**src/rtl/hsa_div.sv**
```systemverilog
// Pipelined restoring divider, one quotient bit per stage, for num <= den.
// Gives floor(num * 2^(QB-1) / den). No package dependency.
`timescale 1ns / 1ps
`default_nettype none

module hsa_div #(
	parameter int DW = 19,
	parameter int QB = 17
) (
	input  logic          clk,
	input  logic [DW-1:0] num,
	input  logic [DW-1:0] den,
	output logic [QB-1:0] quo
);

	logic [DW-1:0] rem_s [QB];
	logic [DW-1:0] den_s [QB];
	logic [QB-1:0] quo_s [QB];

	always_ff @(posedge clk) begin
		den_s[0] <= den;
		if (num >= den) begin
			rem_s[0] <= num - den;
			quo_s[0] <= {{(QB-1){1'b0}}, 1'b1};
		end else begin
			rem_s[0] <= num;
			quo_s[0] <= '0;
		end
	end

	for (genvar k = 1; k < QB; k++) begin : g_step
		logic [DW:0] two_rem;
		logic [DW:0] diff;
		logic        ge;

		assign two_rem = {rem_s[k-1], 1'b0};
		assign diff    = two_rem - {1'b0, den_s[k-1]};
		assign ge      = two_rem >= {1'b0, den_s[k-1]};

		always_ff @(posedge clk) begin
			den_s[k] <= den_s[k-1];
			rem_s[k] <= ge ? diff[DW-1:0] : two_rem[DW-1:0];
			quo_s[k] <= {quo_s[k-1][QB-2:0], ge};
		end
	end

	assign quo = quo_s[QB-1];

endmodule

`default_nettype wire

```
**config.mk**
```make
export PLATFORM = sky130hd
export DESIGN_NAME = hsa_div
export DESIGN_NICKNAME = d
export VERILOG_FILES = /design/src/rtl/hsa_div.sv
export SDC_FILE = /design/constraint.sdc
export NUM_CORES = 1
export LEC_CHECK = 0
export ABC_AREA = 1
export BUFFER_PORTS_ARGS = -buffer_cell sky130_fd_sc_hd__buf_2
export CAP_MARGIN = 0
export CORE_MARGIN = 2
export CORE_UTILIZATION = 37
export CTS_BUF_LIST = sky130_fd_sc_hd__clkbuf_2 sky130_fd_sc_hd__clkbuf_4 sky130_fd_sc_hd__clkbuf_8
export DETAILED_ROUTE_END_ITERATION = 8
export SLEW_MARGIN = 20
export SYNTH_ARGS = -nofsm -noshare
export SYNTH_HDL_FRONTEND = slang
export SYNTH_SLANG_ARGS = --single-unit
```
**constraint.sdc**
```tcl
create_clock -name clk -period 3.9 [get_ports clk]
set_input_delay 0 -clock clk [delete_from_list [all_inputs] [get_ports clk]]
set_output_delay 0 -clock clk [all_outputs]
set_load 0.1 [all_outputs]
```
== Yosys cells after proc, flatten, opt, wreduce, memory -nomap -nowiden ==
Memories as Yosys holds them, arrays and structs flattened.
Index checks and enable logic that the tools add are counted.

* Register bits after elaboration: 0
* Bits in writable memories: 935
* Bits of input ports: 39
* Output and inout port bits: 17
* Logic and storage cells: 60
* Memories kept: 3

{| class="wikitable"
|+ Memory list
! name !! depth !! bits a word !! rd ports !! clocked after memory_dff !! write ports !! RTL line !! text
|-
| den_s || 17 || 19 || 16 || 0 || 17 || 17 || <nowiki>logic [DW-1:0] den_s [QB];</nowiki>
|-
| rem_s || 17 || 19 || 16 || 0 || 17 || 16 || <nowiki>logic [DW-1:0] rem_s [QB];</nowiki>
|-
| quo_s || 17 || 17 || 17 || 0 || 17 || 18 || <nowiki>logic [QB-1:0] quo_s [QB];</nowiki>
|}

* Add/sub/neg operators: 17
* $lt $le $gt $ge: 17
* Mux-type cells: 21
* Bitwise gates (word level): 2

{| class="wikitable"
|+ Operators with widths
! operator !! count
|-
| $mux W19 || 17
|-
| $sub A19 B19 Y19 || 17
|-
| $ge A20 B19 Y1 || 16
|-
| $ge A19 B19 Y1 || 1
|-
| $mux W17 || 1
|-
| $mux W1 || 3
|-
| $or A1 B1 Y1 || 2
|}

== Longest topological paths before layout ==
Gate-level depths: netlist (run 1).

* Word-level depth: 4
* Mapped depth: 14
* Mapped depth without buffers: 13

== Least setup slack after synthesis (run 1) ==
Ideal clock, no wire load.

* Kind: register -> register
* Start: mem den_s[5][0], in the netlist den_s[0][95]
* End: mem rem_s[6][12], in the netlist rem_s[0][126]
* Library setup time: 0.112 ns
* Arrival: 1.779 ns
* Data required time: 3.788 ns
* Path slack: 2.009 ns
* Stages on the path, launching flop included: 13
* Path buffers: 2
* Period minus slack after synthesis: 1.891 ns
* Cells stage by stage: dfxtp_1 -> inv_1 -> fa_1 -> nand3_1 -> nand3_1 -> nand3_1 -> nand3_1 -> nand2_1 -> nand2_4 -> buf_6 -> buf_6 -> nand2_1 -> nand2_1

{| class="wikitable"
|+ RTL lines
! element !! RTL line
|-
| start, declared || 17
|-
| end, declared || 16
|}

==> results of run 1 <==
-- repair_timing --
item / 4_1_cts / 5_1_grt
endpoints found under the setup margin: 0 / 0
hold buffers: 82 / 0
hold endpoints to repair: 38 / 0
-- Yosys cell counts, drive strengths merged --
| cell type | number | area share |
|---|---|---|
| dfxtp | 761 | 0.39 |
| nand3b | 60 | 0.012 |
| inv | 833 | 0.080 |
| buf | 65 | 0.014 |
| nand2 | 2036 | 0.20 |
| o211ai | 1 | 0.00019 |
| nor2b | 13 | 0.0021 |
| a21oi | 223 | 0.029 |
| ha | 322 | 0.10 |
| a211oi | 1 | 0.00019 |
| o21a | 14 | 0.0027 |
| nand3 | 410 | 0.053 |
| nor3 | 92 | 0.012 |
| and2 | 9 | 0.0014 |
| fa | 16 | 0.0082 |
| xnor2 | 24 | 0.0054 |
| or2 | 1 | 0.00016 |
| clkinv | 4 | 0.00038 |
| o21ai | 67 | 0.0086 |
| xor2 | 135 | 0.030 |
| nor2 | 372 | 0.038 |
| o21bai | 25 | 0.0048 |
| nand4 | 46 | 0.0074 |
-- power by group through the flow --
stage	Sequential, mW	Clock (mW)	Combinational, mW
floorplan	11.9	0	14.8
global placement	12.4	0	18.7
detailed placement	12.3	0	18.9
CTS	12.2	8.10	19.1
global route	12.3	8.44	21.9
finish	12.1	7.86	19.1
-- layout make-up --
| class | count | area [µm²] | share of cell area |
|---|---|---|---|
| antenna | 4 | 10.0 | 0.000226 |
| clock buffer | 177 | 2250 | 0.0508 |
| clock inverter | 40 | 649 | 0.0147 |
| inverter | 837 | 3140 | 0.0710 |
| multi-input combinational | 3867 | 20100 | 0.455 |
| sequential | 761 | 15200 | 0.344 |
| tap | 1391 | 1740 | 0.0393 |
| timing repair buffer | 138 | 1100 | 0.0249 |
-- layer usage --
layer | track usage | vias up
met3 | 0.0267 | 182
li1 | - | 17600
met2 | 0.334 | 715
met1 | 0.243 | 15100
met4 | 0.0555 | 2
met5 | 0 | -
-- how the worst max path moves through the flow --
stage / start / endpoint
finish: den_s[0][190] / rem_s[0][224]
global placement: den_s[0][190] / rem_s[0][224]
floorplan: den_s[0][95] / rem_s[0][126]
global route: den_s[0][190] / rem_s[0][227]
CTS: den_s[0][190] / rem_s[0][224]
detailed placement: den_s[0][190] / rem_s[0][222]
-- registers in the layout, summed over array words and instances (netlist names) --
signal  count
quo_s     153
den_s     304
rem_s     304
-- metrics by stage --
step                       util  hold WS [ns]
after floorplan               -        0.0277
after global placement    0.386         0.120
after detailed placement  0.386         0.118
after CTS                 0.422       0.00971
after global routing      0.422        0.0434
final                     0.422        0.0896
-- worst max-delay path: stages (launching register included) --
cell and delay, ns:
dfxtp_1 0.54, inv_1 0.21, fa_1 0.50, nand3_1 0.11, nand3_1 0.17, nand3_1 0.12
nand3_1 0.14, nand2_1 0.11, nand2_2 0.27, inv_2 0.40, nand2_1 0.08, nand2_1 0.12
-- cell families after synthesis --
logic type	after synthesis	share of synthesized area
adders and majority gates	338	0.111
and+or+nand+nor	3039	0.323
AOI/OAI and AO/OA	331	0.0457
xor gates and xnor gates	159	0.0357
DFF	761	0.390
buffers and inverters	902	0.0947
-- cell usage in the layout (no fill, tap or decap), drive strengths merged, types with 4 or more instances in the layout --
cell / count
xnor2: 24
fa: 16
o21ai: 67
nand4: 46
xor2: 135
o21a: 14
nand3: 410
bufinv: 14
nor2: 372
clkinv: 18
dlygate4sd3: 82
nor2b: 13
and2: 9
inv: 839
nand2: 2036
o21bai: 25
dfxtp: 761
nand3b: 60
buf: 56
a21oi: 223
clkinvlp: 6
clkbuf: 177
nor3: 92
ha: 322
diode: 4
==> metrics.txt, run 1 <==
routed len/inst=14.4 µm; Comb power frac=0.489; Sw Ratio=0.447; CTS max path bufs=3; Pwr per Cell Area=884 mW/mm²; dpl cells=6912; placed cell areas=0.0405 mm²; Leak Pwr=23.7 nW; I/O pin count=56; TNS Setup=0 ns; Core Box Area=0.105 mm²; antenna viol nets, final=0; Cell Count, Final, Fillers Out=7215; unrepaired setup endpoints after global routing=no; drt drc=0; Seq/Total Area, Yosys=0.390; endpoints failing hold=0; WHS Path Cells=4; pre-CTS setup slack=1.07 ns; Worst Max-Slew Pin Slew=1.08 ns; PortBufs=55; cell count of the worst reg-to-reg path=11; global placement routability congestion=0.909; Initial Util=0.372; Post-Synthesis Cell Area=0.0391 mm²; drt pass-1 iters=7; setup ws final=0.991 ns; # rows=119; total CTS buffers=118; vias per std cell=4.66; top layer used by detailed routing=met5; placed wire-length estimate=83200 µm; max-slew violation count=0; Synth cell types=34; first-pass GRT wire length=166000 µm; chip height=329 µm; sequential share of power=0.310; crit path time final=2.91 ns; clock network power share=0.201; routed wl met3=4570 µm; vias=33.7k; largest net degree at the start of global routing=22; total gr overflow=0; initial DRC count=2147; Finished Cell Area=0.0443 mm²; r2r setup slk=0.99 ns; Pint=21.6 mW; Crit path arrival time=3.58 ns; max_cap viols=0; DRT Wirelength=104000 µm; worst-path maximum fanout=20; initial antenna violation count=3; highest clock rate=344 MHz; Die ar.=0.108 mm²; syn avg cell area=7.06 µm²; final period utilization=0.746; flops & latches, synth=761; crit start category=flop; Final setup viols=0; Worst-Skew Late Latency=0.80 ns; vias in the first global route=32.0k; Worst R2R End=rem_s[0][224]; Max Clock Skew=0.0614 ns; CTS clk-pin slew, worst paths=0.06 ns; Syn Inst Count=5530; critical path class=flop to flop; worst r2r src=den_s[0][190]; CTS tree=yes; H-tree lvl count=3; critical path endpoint category=flop; hold_sp=num[2]; met2 WL post-DR=49500 µm; hold endpoint=rem_s[0][2]; Yosys warning count=0; Req. time, crit path=4.58 ns; clk sink count=761; slew margin rel.=0.280; maximum vdd ir drop=0.483 mV; nets=6100; share of layout cells above drive strength 1=0.0663; Hold Path Class=primary input to flop; Clk Tree Root Cell=clkbuf_8; global-route usage over all layers=0.191; die width=329 µm; Net Sw Power=17.5 mW; WL met1=47100 µm; outcome=completed; Setup Buffers After CTS=0; synthesized net count=5907; post-cts sizing count=0; synth-to-layout area growth=13.3%; post-layout total power=39.1 mW; fillcell total=10.9k
Power figures use the tool's default switching activity.
==> inputs of run 2 (changes only) <==
==> constraint.sdc (replaced) <==
create_clock -name clk -period 2.5 [get_ports clk]
set_input_delay 0 -clock clk [delete_from_list [all_inputs] [get_ports clk]]
set_output_delay 0 -clock clk [all_outputs]
set_load 0.1 [all_outputs]
==> run 2 against run 1 <==
  * First-iteration DRC count up 0.79%
  * Critical endpoint is now rem_s[0][86]
  * Die area unchanged
  * Global-route usage rose by 0.81 points
  * Clock-buffer cell count rose by 16
  * Clock skew decreased by 0.027 ns
  * Routed wire length is 2.8% higher
  * Final cell count up 0.79%
  * Largest cell class unchanged
  * Utilization up 0.33 points
  * Sequential share of layout area down 0.26 points
  * Cell area grew 0.77%
  * Worst setup slack got worse by 0.83 ns
==> metrics.txt, run 2 (synthesis results as in run 1) <==
outcome=completed; critical path class=flop to flop; total gr overflow=0; initial DRC count=2164; Register Area=0.0152 mm²; slew margin rel.=0.617; unrepaired setup endpoints after global routing=no; registers with the most flip-flops=den_s (304), rem_s (304), quo_s (153); Setup Buffers After CTS=0; placed wire-length estimate=85400 µm; Crit path top cell by count=nand3_1; global-route usage over all layers=0.199; highest clock rate=428 MHz; Max Clock Skew=0.0344 ns; first-pass GRT wire length=171000 µm; fillcell total=11.0k; Multi-input gate area=0.0201 mm²; crit start category=flop; vias=34.0k; clk sink count=761; DRT Wirelength=107000 µm; Comb power frac=0.498; final period utilization=0.935; chip height=329 µm; Leak Pwr=23.9 nW; Pwr per Cell Area=1380 mW/mm²; Crit path arrival time=3.02 ns; nets=6157; drt drc=0; vias in the first global route=32.9k; clock network power share=0.194; Fin Hold WS=0.113 ns; Core Box Area=0.105 mm²; antenna viol nets, final=0; worst path cell trace=inv_1 > fa_1 > nand3_1 > nand3_1 > nand3_1 > nand3_1 > nand2_1 > nand2_2 > buf_4 > nand2_1 > nand2_1; H-tree lvl count=4; sequential share of power=0.308; Hold Path Class=primary input to flop; die width=329 µm; TNS Setup=0 ns; largest net degree at the start of global routing=22; total CTS buffers=130; CP max stage cell=fa_1; CTS clk-pin slew, worst paths=0.06 ns; Final setup viols=0; CTS max path bufs=3; Req. time, crit path=3.19 ns; Die ar.=0.108 mm²; maximum vdd ir drop=0.922 mV; max incr delay on CP=0.50 ns; Pint=33.7 mW; commonest non-fill, non-tap cell in the layout=nand2_1; max_cap viols=0; share of layout cells above drive strength 1=0.0750; endpoints failing hold=0; most frequent cells in the layout=nand2_1 (2007), inv_1 (788), dfxtp_1 (761); Worst-Skew Late Latency=0.81 ns; final core utilization=0.425; Sw Ratio=0.452; synth-to-layout area growth=14.2%; CP bufs+invs=2; crit path time final=2.34 ns; initial antenna violation count=2; post-layout total power=61.4 mW; CTS tree=yes; Clk Tree Root Cell=clkbuf_8; vias per std cell=4.67; global placement routability congestion=0.935; I/O pin count=56; routed len/inst=14.7 µm; max-slew violation count=0; worst-path maximum fanout=15; Worst Max-Slew Pin Slew=0.571 ns; PortBufs=55; critical path endpoint category=flop; Net Sw Power=27.8 mW; Worst path top cell family by delay=simple AND/OR/NAND/NOR gates; # rows=119; Initial Util=0.372; drt pass-1 iters=7
-- run 2: cell types whose count changed in the layout (fill, tap and decap cells not counted), sizes merged --
cell         delta
buf            +40
clkbuf         +16
bufinv         -10
clkinv          +8
dlygate4sd3     +5
clkinvlp        -2
diode           -2
inv             +2
-- run 2: through the flow --
step | instances | worst slack (ns) | cell area [µm²]
global route | 7272 | 0.00660 | 44600
floorplan | 5530 | 0.609 | 39100
CTS | 7270 | 0.0781 | 44600
global placement | 6952 | 0.0756 | 40900
finish | 7272 | 0.164 | 44600
detailed placement | 6952 | 0.0986 | 40900
-- run 2: power groups by stage --
stage          Clock [mW]  Sequential, mW  Combinational, mW
2_1_floorplan           0            18.6               23.1
3_3_place_gp            0            19.3               30.0
3_5_place_dp            0            19.3               30.2
4_1_cts              12.4            19.0               30.5
5_1_grt              12.9            19.3               34.9
6_report             11.9            18.9               30.6
-- run 2: final cells by class --
| type | count | share of cell area |
|---|---|---|
| Timing Repair Buffer | 183 | 0.0337 |
| Clock inverter | 38 | 0.00920 |
| Multi-Input combinational cell | 3867 | 0.451 |
| Clock buffer | 193 | 0.0542 |
| Inverter | 837 | 0.0708 |
| Antenna cell | 2 | 0.000112 |
| Sequential cell | 761 | 0.342 |
| Tap cell | 1391 | 0.0390 |
-- run 2: timing repair --
| action | 4_1_cts | 5_1_grt |
|---|---|---|
| hold buffers | 87 | 0 |
| endpoints found under the setup margin | 0 | 68 |
| resized for setup | 0 | 9 |
| hold endpoints to repair | 39 | 0 |
-- run 2: path summary, 6_finish.rpt --
path                                    from            to  slack [ns]  cells past startpoint
worst max register to register  den_s[0][57]  rem_s[0][86]        0.16                     11
worst min-delay path                  num[0]   rem_s[0][0]        0.11                      4
worst min register to register  quo_s[13][4]  quo_s[14][5]        0.31                      0
worst max-delay path            den_s[0][57]  rem_s[0][86]        0.16                     11
-- run 2: worst register-to-register path, stage by stage, from the launching register on --
cell,delay [ns]
dfxtp_1,0.40
inv_1,0.16
fa_1,0.50
nand3_1,0.11
nand3_1,0.18
nand3_1,0.13
nand3_1,0.13
nand2_1,0.10
nand2_2,0.13
buf_4,0.24
nand2_1,0.08
nand2_1,0.08
-- run 2: metal layers --
metal,GRT usage,wire length (µm)
met1,0.250,48100
met2,0.339,49900
met4,0.0804,3660
met5,0,27
met3,0.0321,5000
